## src/rtl/core/utf8sd_pkg.sv

```systemverilog
// shared types, constants and helpers for the utf-8 stream decoder
`timescale 1ns / 1ps
`default_nettype none

package utf8sd_pkg;

    localparam int BYTE_W  = 8;
    localparam int CP_W    = 21;
    localparam int CNT_W   = 2;
    localparam int BURST_W = 3;
    localparam int DEPTH   = 3;

    localparam logic [CP_W-1:0] REPL_CP  = 21'h00FFFD;
    localparam logic [CP_W-1:0] MAX_CP   = 21'h10FFFF;
    localparam logic [CP_W-1:0] MIN_CP2  = 21'h000080;
    localparam logic [CP_W-1:0] MIN_CP3  = 21'h000800;
    localparam logic [CP_W-1:0] MIN_CP4  = 21'h010000;

    localparam logic [2:0] LEN_NONE = 3'd0;
    localparam logic [2:0] LEN_TWO  = 3'd2;
    localparam logic [2:0] LEN_THREE = 3'd3;
    localparam logic [2:0] LEN_FOUR = 3'd4;

    // results caused by one input byte: all replacements but the final one
    typedef struct packed {
        logic [BURST_W-1:0] count;
        logic [CP_W-1:0]    cp;
        logic               rep;
        logic               done;
    } burst_t;

    // sequence length announced by a lead byte, none for anything else
    function automatic logic [2:0] seq_len(input logic [BYTE_W-1:0] b);
        logic [2:0] len;
        begin
            if (b[7:5] == 3'b110) begin
                len = LEN_TWO;
            end else if (b[7:4] == 4'b1110) begin
                len = LEN_THREE;
            end else if (b[7:3] == 5'b11110) begin
                len = LEN_FOUR;
            end else begin
                len = LEN_NONE;
            end
            return len;
        end
    endfunction

endpackage

`default_nettype wire

```

## src/rtl/core/utf8sd_decode.sv

```systemverilog
// sequence tracking: held bytes, byte classification and result burst
`timescale 1ns / 1ps
`default_nettype none

module utf8sd_decode (
    input  wire logic                          aclk,
    input  wire logic                          aresetn,
    input  wire logic                          accept,
    input  wire logic [utf8sd_pkg::BYTE_W-1:0] in_byte,
    input  wire logic                          string_end,
    output utf8sd_pkg::burst_t                 burst
);
    import utf8sd_pkg::*;

    logic [BYTE_W-1:0] pend_reg [0:DEPTH-1];
    logic [BYTE_W-1:0] pend_next [0:DEPTH-1];
    logic [CNT_W-1:0]  cnt_reg;
    logic [CNT_W-1:0]  cnt_next;

    logic [2:0]        need;
    logic              is_cont;
    logic              lead_store;
    logic [CP_W-1:0]   lead_cp;
    logic              lead_rep;
    logic [CP_W-1:0]   fin_cp;
    logic              fin_bad;
    logic              have_main;
    logic [CP_W-1:0]   main_cp;
    logic              main_rep;
    logic [CNT_W-1:0]  pre_cnt;
    logic [CNT_W-1:0]  mid_cnt;
    logic [CNT_W-1:0]  post_cnt;

    assign need       = seq_len(pend_reg[0]);
    assign is_cont    = (in_byte[7:6] == 2'b10);
    assign lead_store = (seq_len(in_byte) != LEN_NONE);
    assign lead_cp    = in_byte[7] ? REPL_CP : {{(CP_W-BYTE_W){1'b0}}, in_byte};
    assign lead_rep   = in_byte[7];

    // assemble the completed scalar with the current byte as the last one
    always_comb begin
        case (need)
            LEN_TWO: begin
                fin_cp  = {10'd0, pend_reg[0][4:0], in_byte[5:0]};
                fin_bad = (fin_cp < MIN_CP2);
            end
            LEN_THREE: begin
                fin_cp  = {5'd0, pend_reg[0][3:0], pend_reg[1][5:0], in_byte[5:0]};
                fin_bad = (fin_cp < MIN_CP3);
            end
            default: begin
                fin_cp  = {pend_reg[0][2:0], pend_reg[1][5:0], pend_reg[2][5:0],
                           in_byte[5:0]};
                fin_bad = (fin_cp < MIN_CP4) || (fin_cp > MAX_CP);
            end
        endcase
    end

    always_comb begin
        pend_next = pend_reg;
        pre_cnt   = '0;
        mid_cnt   = '0;
        have_main = 1'b0;
        main_cp   = REPL_CP;
        main_rep  = 1'b1;
        if (cnt_reg != '0 && is_cont) begin
            if ({1'b0, cnt_reg} + 3'd1 >= need) begin
                have_main = 1'b1;
                main_cp   = fin_bad ? REPL_CP : fin_cp;
                main_rep  = fin_bad;
            end else begin
                mid_cnt = cnt_reg + 2'd1;
                case (cnt_reg)
                    2'd1:    pend_next[1] = in_byte;
                    default: pend_next[2] = in_byte;
                endcase
            end
        end else begin
            // flush held bytes; a lead byte is then held, others give a result
            pre_cnt = cnt_reg;
            if (lead_store) begin
                mid_cnt      = 2'd1;
                pend_next[0] = in_byte;
            end else begin
                have_main = 1'b1;
                main_cp   = lead_cp;
                main_rep  = lead_rep;
            end
        end
        post_cnt = string_end ? mid_cnt : '0;
        cnt_next = string_end ? '0 : mid_cnt;
    end

    always_comb begin
        burst.count = {1'b0, pre_cnt} + {2'b00, have_main} + {1'b0, post_cnt};
        burst.cp    = (post_cnt == '0 && have_main) ? main_cp : REPL_CP;
        burst.rep   = (post_cnt == '0 && have_main) ? main_rep : 1'b1;
        burst.done  = string_end;
    end

    always_ff @(posedge aclk) begin
        if (!aresetn) begin
            cnt_reg <= '0;
        end else if (accept) begin
            cnt_reg <= cnt_next;
        end
    end

    always_ff @(posedge aclk) begin
        if (accept) begin
            pend_reg <= pend_next;
        end
    end

endmodule

`default_nettype wire

```

## src/rtl/core/utf8sd_emit.sv

```systemverilog
// result register: plays out the replacements and final result of one byte
`timescale 1ns / 1ps
`default_nettype none

module utf8sd_emit (
    input  wire logic                        aclk,
    input  wire logic                        aresetn,
    input  wire logic                        load,
    input  wire utf8sd_pkg::burst_t          burst,
    output logic                             ready,
    output logic                             out_valid,
    input  wire logic                        out_ready,
    output logic [utf8sd_pkg::CP_W-1:0]      code_point,
    output logic                             is_replacement,
    output logic                             last_in_run,
    output logic                             string_done
);
    import utf8sd_pkg::*;

    logic                 valid_reg;
    logic [BURST_W-1:0]   rem_reg;
    logic [CP_W-1:0]      cp_reg;
    logic                 rep_reg;
    logic                 done_reg;
    logic                 at_last;

    assign at_last        = (rem_reg == 3'd1);
    assign ready          = !valid_reg || (out_ready && at_last);
    assign out_valid      = valid_reg;
    assign code_point     = at_last ? cp_reg : REPL_CP;
    assign is_replacement = at_last ? rep_reg : 1'b1;
    assign last_in_run    = at_last;
    assign string_done    = at_last && done_reg;

    always_ff @(posedge aclk) begin
        if (!aresetn) begin
            valid_reg <= 1'b0;
            rem_reg   <= '0;
        end else if (load) begin
            valid_reg <= 1'b1;
            rem_reg   <= burst.count;
        end else if (valid_reg && out_ready) begin
            rem_reg <= rem_reg - 3'd1;
            if (at_last) begin
                valid_reg <= 1'b0;
            end
        end
    end

    always_ff @(posedge aclk) begin
        if (load) begin
            cp_reg   <= burst.cp;
            rep_reg  <= burst.rep;
            done_reg <= burst.done;
        end
    end

endmodule

`default_nettype wire

```

## src/rtl/core/utf8_stream_decoder.sv

```systemverilog
// streaming utf-8 decoder, one byte in per transaction, one code point out per transaction
// the first result of a byte is registered and shown in the cycle after the byte is taken
// throughput: one byte per cycle while each byte yields at most one result and m_tready stays high
// a byte that flushes held bytes keeps the result register busy until its last result is taken
// sync reset (aresetn low) empties the held-byte count and drops any pending result
`timescale 1ns / 1ps
`default_nettype none

module utf8_stream_decoder (
    input  wire logic        aclk,
    input  wire logic        aresetn,
    input  wire logic        s_tvalid,
    output logic             s_tready,
    input  wire logic [7:0]  s_tdata,   // in_byte[7:0]
    input  wire logic        s_tlast,   // string_end
    output logic             m_tvalid,
    input  wire logic        m_tready,
    output logic [23:0]      m_tdata,   // code_point[20:0], zero pad[23:21]
    output logic [1:0]       m_tuser,   // is_replacement[0], string_done[1]
    output logic             m_tlast    // last_in_run
);
    import utf8sd_pkg::*;

    logic            accept;
    logic            load;
    burst_t          burst;
    logic [CP_W-1:0] code_point;
    logic            is_replacement;
    logic            string_done;

    assign accept = s_tvalid && s_tready;
    // bytes that only start or extend a held sequence give no transaction
    assign load   = accept && (burst.count != '0);

    utf8sd_decode u_decode (
        .aclk       (aclk),
        .aresetn    (aresetn),
        .accept     (accept),
        .in_byte    (s_tdata),
        .string_end (s_tlast),
        .burst      (burst)
    );

    utf8sd_emit u_emit (
        .aclk           (aclk),
        .aresetn        (aresetn),
        .load           (load),
        .burst          (burst),
        .ready          (s_tready),
        .out_valid      (m_tvalid),
        .out_ready      (m_tready),
        .code_point     (code_point),
        .is_replacement (is_replacement),
        .last_in_run    (m_tlast),
        .string_done    (string_done)
    );

    assign m_tdata = {{(24-CP_W){1'b0}}, code_point};
    assign m_tuser = {string_done, is_replacement};

endmodule

`default_nettype wire

```

## config.mk

```make
export PLATFORM = sky130hd
export DESIGN_NAME = utf8_stream_decoder
export DESIGN_NICKNAME = d
export VERILOG_FILES = /design/src/rtl/core/utf8sd_pkg.sv /design/src/rtl/core/utf8sd_decode.sv /design/src/rtl/core/utf8sd_emit.sv /design/src/rtl/core/utf8_stream_decoder.sv
export SDC_FILE = /design/constraint.sdc
export NUM_CORES = 1
export LEC_CHECK = 0
export ABC_AREA = 1
export BUFFER_PORTS_ARGS = -buffer_cell sky130_fd_sc_hd__buf_2
export CORE_AREA = 2 2 75 77
export CTS_BUF_LIST = sky130_fd_sc_hd__clkbuf_8
export DETAILED_ROUTE_END_ITERATION = 6
export DIE_AREA = 0 0 77 79
export PLACE_DENSITY = 0.7
export REMOVE_ABC_BUFFERS = 1
export SYNTH_ARGS = -nofsm -noshare
export SYNTH_HDL_FRONTEND = slang
export SYNTH_SLANG_ARGS = --single-unit
```

## constraint.sdc

```tcl
create_clock -name aclk -period 10.4 [get_ports aclk]
set_input_delay 0.52 -clock aclk [delete_from_list [all_inputs] [get_ports aclk]]
set_output_delay 0.52 -clock aclk [all_outputs]
set_load 0.1 [all_outputs]
```

=== After elaboration in Yosys (flattened, before gate mapping) ===
Index checks and enable logic that the tools add are counted.

* Logic and storage cells: 85
* Register bits after elaboration: 49

* Reduce and logical (&&, ||, !) cells: 20
* Equal/unequal tests: 11
* $lt $le $gt $ge: 5
* Add/sub/neg operators: 5
* Bitwise logic cells: 3
* Multiplexer cells: 32

{| class="wikitable"
|+ Operators with widths
! kind !! count
|-
| $mux W21 || 5
|-
| $pmux W21 S2 || 1
|-
| $mux W3 || 8
|-
| $gt A21 B21 Y1 const B || 1
|-
| $lt A21 B17 Y1 const B || 1
|-
| $lt A16 B12 Y1 const B || 1
|-
| $mux W16 || 1
|-
| $lt A11 B8 Y1 const B || 1
|-
| $mux W1 || 11
|-
| $eq A5 B5 Y1 const B || 2
|-
| $mux W2 || 5
|-
| $eq A4 B4 Y1 const B || 2
|-
| $reduce_and A4 Y1 || 2
|-
| $logic_and A1 B1 Y1 || 7
|-
| $eq A3 B2 Y1 const B || 2
|-
| $eq A3 B3 Y1 const B || 2
|-
| $reduce_bool A2 Y1 || 3
|-
| $reduce_bool A3 Y1 || 2
|-
| $add A2 B1 Y3 || 1
|-
| $add A2 B1 Y3 const B || 1
|-
| $add A3 B2 Y3 || 1
|-
| $eq A3 B1 Y1 const B || 1
|-
| $ge A3 B3 Y1 || 1
|-
| $not A1 Y1 || 3
|-
| 10 further kinds || 11
|}

=== Longest topological paths before layout ===
Gate-level depths: netlist of the first run.

* Depth after elaboration: 13
* Depth in mapped cells: 19

=== By module ===
From an unflattened synthesis of the first run, not the netlist that was laid out.

* Cells, all modules: 268
* Area, all modules: 2670.1 um2

{| class="wikitable"
|+ Modules (own cells, without submodules)
! module !! cells each !! sequential area each (um2) !! instances !! area an instance (um2)
|-
| utf8sd_decode || 164 || 640.6 || 1 || 1490.2
|-
| utf8sd_emit || 93 || 770.7 || 1 || 1114.8
|-
| utf8_stream_decoder || 11 || 0.0 || 1 || 65.1
|}

=== Worst setup path after synthesis of the first run ===
OpenSTA, ideal clock, no wires.

* Path kind: register to register
* Start: register u_decode.pend_reg[21] (netlist bit)
* End: register u_emit.cp_reg[0] (enable)
* Buffers on the path: 1
* Library setup time: 0.378 ns
* Path slack: 6.756 ns
* Cell stages (with the launch flop): 14
* Arrival: 3.266 ns
* Cells stage by stage: edfxtp_1 -> a21oi_2 -> inv_1 -> buf_2 -> ha_1 -> nand3_1 -> nand4_1 -> nand2_1 -> nand3_1 -> fa_1 -> fa_1 -> nand3_1 -> nand3_1 -> inv_1

* Longest elaborated chain between the ends: 11
* Elaborated cells on any way between the ends: 16

{| class="wikitable"
|+ RTL lines
! what !! RTL line !! RTL
|-
| start: declaration || utf8sd_decode.sv:15 || <nowiki>logic [BYTE_W-1:0] pend_reg [0:DEPTH-1];</nowiki>
|-
| start signal: assignment || utf8sd_decode.sv:111 || <nowiki>pend_reg <= pend_next;</nowiki>
|-
| $eq A5 B5 Y1 || utf8sd_pkg.sv:40 || <nowiki>end else if (b[7:3] == 5'b11110) begin</nowiki>
|-
| $mux W3 || utf8sd_pkg.sv:40 ||
|-
| $mux W3 || utf8sd_pkg.sv:38 || <nowiki>end else if (b[7:4] == 4'b1110) begin</nowiki>
|-
| $mux W3 (*) || utf8sd_pkg.sv:36 || <nowiki>if (b[7:5] == 3'b110) begin</nowiki>
|-
| $ge A3 B3 Y1 (*) || utf8sd_decode.sv:67 || <nowiki>if ({1'b0, cnt_reg} + 3'd1 >= need) begin</nowiki>
|-
| $mux W1 or $mux W2 (tied branches) || utf8sd_decode.sv:67 ||
|-
| $mux W1 or $mux W2 (tied branches) || utf8sd_decode.sv:66 || <nowiki>if (cnt_reg != '0 && is_cont) begin</nowiki>
|-
| $add A2 B1 Y3 or $mux W2 (tied branches) || utf8sd_decode.sv:95, utf8sd_decode.sv:90 ||
|-
| $add A3 B2 Y3 (*) || utf8sd_decode.sv:95 || <nowiki>burst.count = {1'b0, pre_cnt} + {2'b00, have_main} + {1'b0, post_cnt};</nowiki>
|-
| $reduce_bool A3 Y1 (*) || utf8_stream_decoder.sv:33 || <nowiki>assign load = accept && (burst.count != '0);</nowiki>
|-
| $logic_and A1 B1 Y1 (*) || utf8_stream_decoder.sv:33 ||
|-
| via load || utf8_stream_decoder.sv:25 || <nowiki>logic load;</nowiki>
|-
| end signal: assignment || utf8sd_emit.sv:52 || <nowiki>cp_reg <= burst.cp;</nowiki>
|-
| end: declaration || utf8sd_emit.sv:22 || <nowiki>logic [CP_W-1:0] cp_reg;</nowiki>
|}

Mark *: on every way through the listed nets, which the timed path passes. The rest lies on a longest branch.
A chain may end at the register's enable or synchronous reset.

=== Worst setup path after layout of the first run ===
* Start: register u_decode.pend_reg[21] (netlist bit)
* End: register u_emit.cp_reg[2] (enable)

Same word-level chain as after synthesis.

==> metrics.md, run 1 <==
| Metric | Value |
|---|---|
| Grt ovf | 0 |
| Routed Antenna Nets | 0 |
| Cell Pwr Density | 171 nW/um2 |
| Final WS setup | 6.41 ns |
| Total Wirelength | 4790 um |
| Max Root-Sink Buffers | 2 |
| Hold Path End | u_decode.pend_reg[10]$_DFFE_PP_ |
| TritonCTS Buffers | 5 |
| Setup_tns | 0 ns |
| Register bit count reported by yosys | 49 |
| RSZ-0062 raised after global routing | no |
| Row count | 27 |
| CTS resizes | 0 |
| Setup violations, final | 0 |
| Min Tclk post-route | 3.99 ns |
| Hold Startpoint | s_tdata[2] |
| Worst Max-Slew Pin Slew | 0.974 ns |
| Startpoint Class | flop |
| Leak | 1.20 nW |
| Vias | 1873 |
| Detailed-route DRC error count | 0 |
| Placed Cells | 375 |
| Buffers inserted by post-CTS timing repair | 0 |
| H-tree levels | 2 |
| End of the worst register-to-register path | u_emit.cp_reg[2]$_SDFFCE_PN1P_ |
| CTS tree | yes |
| Layout cells sized above 1 | 22.2% |
| Die width | 77 um |
| Post-layout nets | 333 |
| PortBufs | 38 |
| Layout Skew | 0.00251 ns |
| First-pass GRT wire length | 8200 um |
| Post-route insts no fill | 383 |
| Commonest non-fill, non-tap cell in the layout | nand2_1 |
| Root Buffer | clkbuf_8 |
| Register clock-pin slew on the reported worst setup and hold paths | 0.08 ns |
| Final core occ | 54.2% |
| Core ar. | 5340 um2 |
| Gr usage total | 17.3% |
| Clk pwr share | 27.6% |
| Flop2flop setup slack | 6.41 ns |
| CP arrival | 3.92 ns |
| Synthesized area | 2560 um2 |
| Internal power | 325 uW |
| Number of global-route vias before repair | 1738 |
| CTS Sinks | 49 |
| Worst-Skew Late Latency | 0.30 ns |
| FF-to-FF Start | u_decode.pend_reg[21]$_DFFE_PP_ |
| Sequential power share | 46.4% |
| Die area | 6080 um2 |
| Fin area | 2890 um2 |
| Yosys top cell by area | edfxtp_1 |
| Area contributors post-synth | edfxtp_1 (51%), nand2_1 (9.1%), nand3_1 (5.7%) |
| CP max FO | 23 |
| WP data required | 10.33 ns |
| Hold Crit Depth | 1 |
| Syn_area_per_cell | 9.33 um2 |
| Unique cell type count in the Yosys netlist | 27 |
| Initial antenna violation count | 0 |
| Maximum vdd drop | 0.0000758 V |
| NetSw | 171 uW |
| Most frequent cells in the layout | nand2_1 (62), edfxtp_1 (43), buf_2 (38) |
| Area Growth Syn to Fin | 13.2% |
| Initial Utilization | 47.9% |
| Yosys warns | 0 |
| Drt first-iter violations | 169 |
| Cells on worst reg2reg path | 15 |
| Vias per inst | 4.89 |
| Io pins | 42 |
| Register area share after synthesis | 55.2% |
| Gpl congestion | 0.922 |
| Largest net degree at the start of global routing | 25 |
| Slew Limit Headroom | 34.5% |
| Largest register FFs | 21 |
| Ant diodes | 0 |
| Cell Area, Placed | 2780 um2 |
| Fin. max-slew vios | 0 |
| Outcome | finished clean |
| Period utilisation layout | 38.4% |
| Switching share of power | 34.4% |
| Die Height | 79 um |
| Half-perimeter wire length after placement | 3610 um |
| Cts-stage hold buffer count | 0 |
| Hold Worst Slack | 0.439 ns |
| Power consumption | 496 uW |
| Drt wl/cell | 12.5 um |
| Combinational share of power | 26.1% |
| Cells after synthesis | 274 |
| Worst Hold Class | input port to flop |
| Post-place setup slack | 6.37 ns |
| WS Path Type | flop to flop |
| Drt first pass iters | 5 |
| Crit end category | flop |
| Yosys top cell area share | 50.5% |
| Final Hold Viols | 0 |
| Number of max-cap violations | 0 |
| Fmax | 250 MHz |
-- cell usage after synthesis, drive strengths merged --
master,instances
buf,9
nand4,5
clkbuf,2
nand3b,6
a21oi,6
o22ai,1
fa,2
o21bai,1
or2,16
nand2,64
nand3,29
dfxtp,6
inv,31
conb,1
nor3,3
nor2,29
ha,8
o21ai,10
edfxtp,43
o21a,1
clkinv,1
-- critical path, stage by stage (launching register included) --
cell and delay, ns:
edfxtp_1 0.46, inv_1 0.09, nor2_1 0.04, nand2_1 0.10
clkinv_1 0.23, ha_1 0.38, nand3_1 0.14, nand4_2 0.17
inv_2 0.06, a21oi_1 0.11, inv_1 0.06, fa_1 0.38
fa_1 0.45, nand3_1 0.09, nand3_1 0.19, inv_1 0.66
-- metal layers --
layer	GRT usage [%]	wire length, um	part of all wire [%]
met1	22.0	2090	44
met2	28.8	2340	49
met3	4.55	313	6.5
met4	6.25	46	0.96
met5	0	0	0
-- power by group through the flow --
stage                     Combinational (mW)  Sequential, mW  Clock (mW)
after floorplan                        0.106           0.237           0
after global placement                 0.129           0.234           0
after detailed placement               0.130           0.235           0
after CTS                              0.130           0.230       0.140
after global routing                   0.138           0.231       0.146
final                                  0.129           0.230       0.137
-- cell type report --
class | count | area [um2]
well taps | 72 | 90.1
inverters | 32 | 120
multi-input cells | 184 | 965
flip-flops and latches | 49 | 1410
clock buffers | 6 | 82.6
clock inverters | 2 | 33.8
fillers | 502 | 2440
repair buffers | 38 | 190
-- how the worst max path moves through the flow --
stage / startpoint / slack [ns] / cells past startpoint / end
floorplan: u_decode.pend_reg[23]$_DFFE_PP_ / 6.81 / 14 / u_emit.cp_reg[0]$_SDFFCE_PN1P_
CTS: u_decode.pend_reg[23]$_DFFE_PP_ / 6.36 / 15 / u_emit.cp_reg[11]$_SDFFCE_PN1P_
detailed placement: u_decode.pend_reg[23]$_DFFE_PP_ / 6.37 / 15 / u_emit.cp_reg[16]$_SDFFCE_PP0P_
global route: u_decode.pend_reg[22]$_DFFE_PP_ / 6.04 / 15 / u_emit.cp_reg[16]$_SDFFCE_PP0P_
global placement: u_decode.pend_reg[21]$_DFFE_PP_ / 6.55 / 13 / u_emit.cp_reg[2]$_SDFFCE_PN1P_
finish: u_decode.pend_reg[21]$_DFFE_PP_ / 6.41 / 15 / u_emit.cp_reg[2]$_SDFFCE_PN1P_
-- cells by family after synthesis --
| logic type | after synthesis | synth area share (%) |
|---|---|---|
| compound gates | 19 | 4.11 |
| fa+ha+maj | 10 | 5.48 |
| buf+inv | 43 | 7.34 |
| flops | 49 | 55.2 |
| other cells | 1 | 0.147 |
| simple gates | 152 | 27.7 |
(Power assumes the default switching activity.)
==> run 2, diff against run 1 <==
--- a/config.mk
+++ b/config.mk
@@ -11,7 +11,7 @@
 export CTS_BUF_LIST = sky130_fd_sc_hd__clkbuf_8
 export DETAILED_ROUTE_END_ITERATION = 6
 export DIE_AREA = 0 0 77 79
-export PLACE_DENSITY = 0.7
+export PLACE_DENSITY = 0.73
 export REMOVE_ABC_BUFFERS = 1
 export SYNTH_ARGS = -nofsm -noshare
 export SYNTH_HDL_FRONTEND = slang
==> constraint.sdc (replaced) <==
create_clock -name aclk -period 3.63 [get_ports aclk]
set_input_delay 0.1815 -clock aclk [delete_from_list [all_inputs] [get_ports aclk]]
set_output_delay 0.1815 -clock aclk [all_outputs]
set_load 0.1 [all_outputs]
==> run 2 against run 1 <==
Combinational power increased to 2.9 times the previous value. Clock skew increased by 0.0073 ns. Wire length decreased by 2.1%. Flip-flop and latch count unchanged. Critical path depth increased by 1. Via count increased by 0.48%. Worst setup slack got worse by 6.1 ns. Core utilization increased by 0.73 points. Global-route usage decreased by 0.83 points. Largest power group unchanged. Worst hold slack got worse by 0.35 ns. Register-to-register slack got worse by 6.1 ns. Highest routed layer unchanged. Critical endpoint is now u_emit.cp_reg[14]$_SDFFCE_PN1P_. Sequential power increased to 2.9 times the previous value.
==> metrics.md, run 2 (synthesized netlist as in run 1, its figures left out) <==
| Metric | Value |
|---|---|
| Drt first pass iters | 4 (-1) |
| Largest net degree at the start of global routing | 25 (unchanged) |
| Initial Utilization | 47.9% (unchanged) |
| Drt wl/cell | 12.1 um (-3.4%) |
| Worst-Skew Late Latency | 0.30 ns (about the same) |
| Period utilisation layout | 92.3% (+54 points) |
| Routed Antenna Nets | 0 (unchanged) |
| Setup_tns | 0 ns (unchanged) |
| TritonCTS Buffers | 5 (unchanged) |
| Vias per inst | 4.85 (-0.81%) |
| Initial antenna violation count | 0 (unchanged) |
| Cts-stage hold buffer count | 0 (unchanged) |
| Die Height | 79 um (unchanged) |
| Total Wirelength | 4690 um (-2.1%) |
| Worst path bufs/invs | 6 (+1) |
| Outcome | finished clean |
| Largest register FFs | 21 (unchanged) |
| Drt first-iter violations | 156 (-7.7%) |
| Hold Worst Slack | 0.0930 ns (-0.346 ns) |
| CTS tree | yes |
| Die area | 6080 um2 (unchanged) |
| Worst Max-Slew Pin Slew | 0.688 ns (-0.287 ns) |
| Layout cells sized above 1 | 24.7% (+2.5 points) |
| Fin. max-slew vios | 0 (unchanged) |
| Post-place setup slack | 0.204 ns (-6.17 ns) |
| Number of global-route vias before repair | 1728 (-0.58%) |
| Layout Skew | 0.00986 ns (+0.00735 ns) |
| Area Growth Syn to Fin | 14.7% |
| Max Root-Sink Buffers | 2 (unchanged) |
| Hold Crit Depth | 1 (unchanged) |
| WP depth | 16 (+1) |
| PortBufs | 38 (unchanged) |
| Startpoint Class | flop |
| Worst path max stage delay | 0.47 ns (-0.19 ns) |
| H-tree levels | 2 (unchanged) |
| Cell Pwr Density | 464 nW/um2 (+170%) |
| CTS Sinks | 49 (unchanged) |
| Gpl congestion | 0.880 (-4.6%) |
| Post-route insts no fill | 388 (+1.3%) |
| CP max FO | 23 (unchanged) |
| Worst Hold Class | input port to flop |
| Crit end category | flop |
| Register clock-pin slew on the reported worst setup and hold paths | 0.09 ns (about the same) |
| Cell family with most CP delay | adder cells |
| Slowest cell on crit path | edfxtp_1 |
| Detailed-route DRC error count | 0 (unchanged) |
| Cells on worst reg2reg path | 16 (+1) |
| Post-layout nets | 338 (+1.5%) |
| Placed Cells | 380 (+1.3%) |
| Cell repeated most along the worst path | inv_1 |
| Maximum vdd drop | 0.000215 V (+180%) |
| Commonest non-fill, non-tap cell in the layout | nand2_1 |
| Leak | 1.22 nW (+2.0%) |
| Die width | 77 um (unchanged) |
| Row count | 27 (unchanged) |
| Vias | 1882 (+0.48%) |
| Most frequent cells in the layout | nand2_1 (61), edfxtp_1 (43), buf_2 (38) |
| CP arrival | 3.35 ns (-0.57 ns) |
| WS Path Type | flop to flop |
| WP data required | 3.64 ns (-6.69 ns) |
| Number of max-cap violations | 0 (unchanged) |
| Final WS setup | 0.280 ns (-6.13 ns) |
| Gr usage total | 16.5% (-0.83 points) |
| Setup violations, final | 0 (unchanged) |
| Min Tclk post-route | 3.35 ns (-0.643 ns) |
| Final Hold Viols | 0 (unchanged) |
| Grt ovf | 0 (unchanged) |
| Fmax | 299 MHz (+19%) |
| Core ar. | 5340 um2 (unchanged) |
| Root Buffer | clkbuf_8 |
| Ant diodes | 0 (unchanged) |
| First-pass GRT wire length | 7910 um (-3.5%) |
| Power consumption | 1.36 mW (+170%) |
| Worst-path cell chain | inv_1, nor2_1, nand2_1, clkinv_1, ha_1, nand3_1, nand4_2, inv_2, a21oi_1, inv_1, fa_1, fa_1, nand3_1, nand3_2, inv_1, buf_12 |
| Half-perimeter wire length after placement | 3510 um (-2.7%) |
| Io pins | 42 (unchanged) |
| Slew Limit Headroom | 54.0% (+19 points) |
## run 2: cell type report
class / instances / area, um2
timing repair buffer: 43 / 240
fill: 506 / 2410
inverter: 32 / 120
sequential: 49 / 1410
clock buffer: 6 / 82.6
tap: 72 / 90.1
clock inverter: 2 / 10.0
multi-input combinational: 184 / 976
## run 2: power breakdown
group	total, mW	internal (mW)	switching, mW
sequential	0.658	0.648	0.0109
clock	0.323	0.153	0.171
combinational	0.379	0.0684	0.310
total	1.36	0.868	0.492
## run 2: metal layers
metal / global-route usage [%] / share of wire [%]
met4: 5.71 / 1.5
met2: 28.6 / 49
met1: 20.4 / 44
met3: 3.64 / 5.3
met5: 0 / 0
## run 2: what timing repair did
action | CTS | global route
setup buffers | 0 | 0
setup endpoints to repair | 0 | 26
resized for setup | 0 | 4
## run 2: through the flow
stage                     util, %  instance area [um2]
after CTS                    54.7                 2920
after global placement       53.0                 2830
after detailed placement     53.0                 2830
after floorplan                 -                 2500
after global routing         54.9                 2930
final                        54.9                 2930
## run 2: worst paths after layout
path                            slack [ns]                              from                                to
worst max-delay path                  0.28   u_decode.pend_reg[21]$_DFFE_PP_   u_emit.cp_reg[14]$_SDFFCE_PN1P_
worst min-delay path                  0.09                        s_tdata[2]    u_decode.pend_reg[2]$_DFFE_PP_
worst max register to register        0.28   u_decode.pend_reg[21]$_DFFE_PP_   u_emit.cp_reg[14]$_SDFFCE_PN1P_
worst min register to register        0.51  u_decode.cnt_reg[0]$_SDFFE_PN0P_  u_decode.cnt_reg[0]$_SDFFE_PN0P_
==> run 3, diff against run 2 <==
--- a/config.mk
+++ b/config.mk
@@ -7,12 +7,13 @@
 export LEC_CHECK = 0
 export ABC_AREA = 1
 export BUFFER_PORTS_ARGS = -buffer_cell sky130_fd_sc_hd__buf_2
-export CORE_AREA = 2 2 75 77
+export CORE_AREA = 2 2 77 79
 export CTS_BUF_LIST = sky130_fd_sc_hd__clkbuf_8
 export DETAILED_ROUTE_END_ITERATION = 6
-export DIE_AREA = 0 0 77 79
-export PLACE_DENSITY = 0.73
+export DIE_AREA = 0 0 79 81
+export PLACE_DENSITY = 0.72
 export REMOVE_ABC_BUFFERS = 1
 export SYNTH_ARGS = -nofsm -noshare
 export SYNTH_HDL_FRONTEND = slang
+export SYNTH_HIERARCHICAL = 1
 export SYNTH_SLANG_ARGS = --single-unit
==> run 3 against run 2 <==
Largest power group unchanged. Register-to-register slack lost 0.19 ns. Power grew 3.9%. Cell area grew 7.2%.
==> metrics.md, run 3 <==
| Metric | Value |
|---|---|
| Top_reg_cell synth | edfxtp_1 |
| Core ar. | 5680 um2 (+6.3%) |
| Ant diodes | 0 (unchanged) |
| Startpoint Class | flop |
| Layout cells sized above 1 | 29.2% (+4.5 points) |
| Largest register FFs | 21 (unchanged) |
| Area Growth Syn to Fin | 17.7% |
| Fin. max-slew vios | 0 (unchanged) |
| H-tree levels | 2 (unchanged) |
| Post-place setup slack | 0.0397 ns (-0.165 ns) |
| Post-layout nets | 341 (+0.89%) |
| CP arrival | 3.73 ns (+0.38 ns) |
| Initial Utilization | 47.0% (-0.84 points) |
| Period utilisation layout | 97.5% (+5.2 points) |
| TritonCTS Buffers | 5 (unchanged) |
| Crit end category | flop |
| Initial antenna violation count | 0 (unchanged) |
| Setup_tns | 0 ns (unchanged) |
| Combinational share of power | 27.6% (-0.2 points) |
| Worst Max-Slew Pin Slew | 0.781 ns (+0.0929 ns) |
| Commonest non-fill, non-tap cell in the layout | edfxtp_1 |
| Register bit count reported by yosys | 49 (unchanged) |
| Min Tclk post-route | 3.54 ns (+0.190 ns) |
| Register clock-pin slew on the reported worst setup and hold paths | 0.08 ns (about the same) |
| Half-perimeter wire length after placement | 3650 um (+3.9%) |
| Syn_area_per_cell | 9.96 um2 (+6.8%) |
| WP data required | 3.82 ns (+0.18 ns) |
| Worst Hold Class | input port to flop |
| Setup violations, final | 0 (unchanged) |
| Sequential power share | 46.5% (-1.9 points) |
| Unique cell type count in the Yosys netlist | 33 (+22%) |
| Top-count cell post-synth | edfxtp_1 |
| Final Hold Viols | 0 (unchanged) |
| Yosys warns | 6 (+6) |
| Cell Pwr Density | 450 nW/um2 (-3.1%) |
| WS Path Type | flop to flop |
| Layout Skew | 0.00508 ns (-0.00477 ns) |
| Routed Antenna Nets | 0 (unchanged) |
| Grt ovf | 0 (unchanged) |
| Yosys top cell area share | 48.4% (-2.2 points) |
| Yosys top cell by area | edfxtp_1 |
| Final WS setup | 0.0905 ns (-0.190 ns) |
| Die Height | 81 um (+2.5%) |
| Clk pwr share | 25.9% (+2.1 points) |
| First-pass GRT wire length | 8540 um (+7.9%) |
| Total Wirelength | 5160 um (+10%) |
| Slew Limit Headroom | 47.8% (-6.2 points) |
| Max Root-Sink Buffers | 2 (unchanged) |
| Worst-Skew Late Latency | 0.29 ns (about the same) |
| Maximum vdd drop | 0.000268 V (+25%) |
| Number of max-cap violations | 0 (unchanged) |
| Most frequent cells in the layout | edfxtp_1 (43), nand2_1 (40), buf_2 (38) |
| Gr usage total | 17.4% (+0.90 points) |
| Row count | 28 (+3.7%) |
| PortBufs | 38 (unchanged) |
| Register area share after synthesis | 52.9% (-2.4 points) |
| Die area | 6400 um2 (+5.2%) |
| CTS tree | yes |
| Post-synth EDFFs | 43 (unchanged) |
| Most common library cells after synthesis | edfxtp_1 (43), nand2_1 (41), inv_1 (32), nor2_1 (32), or2_1 (16) |
| Detailed-route DRC error count | 0 (unchanged) |
| NetSw | 481 uW (-2.1%) |
| Vias | 1939 (+3.0%) |
| Gpl congestion | 0.836 (-4.9%) |
| CP max FO | 11 (-52%) |
| Area contributors post-synth | edfxtp_1 (48%), nand2_1 (5.8%), dfxtp_1 (4.5%) |
| Drt first-iter violations | 98 (-37%) |
| Number of global-route vias before repair | 1856 (+7.4%) |
| Drt first pass iters | 4 (unchanged) |
| Drt wl/cell | 13.1 um (+8.4%) |
| CTS Sinks | 49 (unchanged) |
| Leak | 1.30 nW (+6.7%) |
| Outcome | finished clean |
| Hold Crit Depth | 1 (unchanged) |
| Synthesized area | 2670 um2 (+4.5%) |
| Cells on worst reg2reg path | 19 (+3) |
| Switching share of power | 34.1% (-2.1 points) |
| Cells after synthesis | 268 (-2.2%) |
| Async set-reset flop share out of synthesis | 0% (unchanged) |
| Root Buffer | clkbuf_8 |
| Largest net degree at the start of global routing | 26 (+4.0%) |
| Vias per inst | 4.92 (+1.5%) |
| Internal power | 931 uW (+7.3%) |
| Die width | 79 um (+2.6%) |
| Io pins | 42 (unchanged) |
| Cts-stage hold buffer count | 0 (unchanged) |
| Fmax | 283 MHz (-5.4%) |
run 3: changes by cell type after synthesis, sizes merged, moves of 3 or more:
cell   delta
o21ai     -3
nor2      +3
inv       +6
nand4     -4
a21oi     +6
nand3     -6
buf       +3
nand2    -16
run 3: per-layer routing:
| layer | track usage [%] | vias to the layer above | wire length [um] |
|---|---|---|---|
| met5 | 0 | - | 0 |
| met4 | 6.90 | 0 | 72 |
| met3 | 3.56 | 6 | 234 |
| met2 | 30.3 | 56 | 2600 |
| met1 | 21.2 | 895 | 2250 |
| li1 | - | 982 | - |
run 3: through the flow:
stage               cell area, um2  hold WS [ns]  util [%]  power, mW  cells
finish                        3140         0.109      55.4       1.41    394
global route                  3140        0.0964      55.4       1.48    394
CTS                           3030        0.0934      53.4       1.40    386
detailed placement            2920         0.409      51.4       1.03    378
global placement              2920         0.410      51.4       1.03    378
floorplan                     2580         0.280         -      0.965    258
run 3: area by class of cell:
type,count,area [um2]
fill,486,2530
sequential,49,1410
multi-input combinational,172,1060
timing repair buffer,53,333
inverter,37,139
tap,75,93.8
clock buffer,5,68.8
clock inverter,3,37.5
run 3: critical path, cell delays in order (launching register included):
cell and delay [ns]:
edfxtp_1 0.42, inv_1 0.15, nand4_1 0.12, ha_1 0.35
a21oi_1 0.17, nand3_1 0.13, o21ai_2 0.23, and3_4 0.22
fa_1 0.16, inv_1 0.05, fa_1 0.47, inv_1 0.05
nor2_2 0.15, a21oi_4 0.08, buf_4 0.15, buf_12 0.14
nand2_1 0.07, o21ai_0 0.12, a21oi_1 0.15, nor2_1 0.05
run 3: cell families after synthesis:
| logic type | after synthesis | share of synthesized area, % |
|---|---|---|
| and+or+nand+nor | 134 | 27.0 |
| adders and majority gates | 10 | 5.25 |
| AOI/OAI and AO/OA | 25 | 5.95 |
| buffers and inverters | 49 | 8.81 |
| DFF | 49 | 52.9 |
| other | 1 | 0.140 |
run 3: repair_timing:
item | in CTS | in global routing
setup endpoints to repair | 1 | 26
pin swaps | 0 | 2
gates cloned | 0 | 1
hold endpoints to repair | 0 | 0
setup buffers | 0 | 7
resized for setup | 1 | 10
run 3: final timing paths:
check | startpoint | to | slack [ns]
setup / recovery | u_decode/pend_reg[19]$_DFFE_PP_ | u_emit/rem_reg[1]$_SDFFE_PN0P_ | 0.09
hold reg to reg | u_decode/cnt_reg[1]$_SDFFE_PN0P_ | u_decode/cnt_reg[1]$_SDFFE_PN0P_ | 0.51
hold / removal | s_tdata[2] | u_decode/pend_reg[18]$_DFFE_PP_ | 0.11
setup reg to reg | u_decode/pend_reg[19]$_DFFE_PP_ | u_emit/rem_reg[1]$_SDFFE_PN0P_ | 0.09
run 3: power by group through the flow:
stage,clock (mW),combinational (mW),sequential (mW)
2_1_floorplan,0,0.287,0.678
3_3_place_gp,0,0.357,0.670
3_5_place_dp,0,0.361,0.670
4_1_cts,0.377,0.363,0.657
5_1_grt,0.398,0.416,0.661
6_report,0.366,0.390,0.657
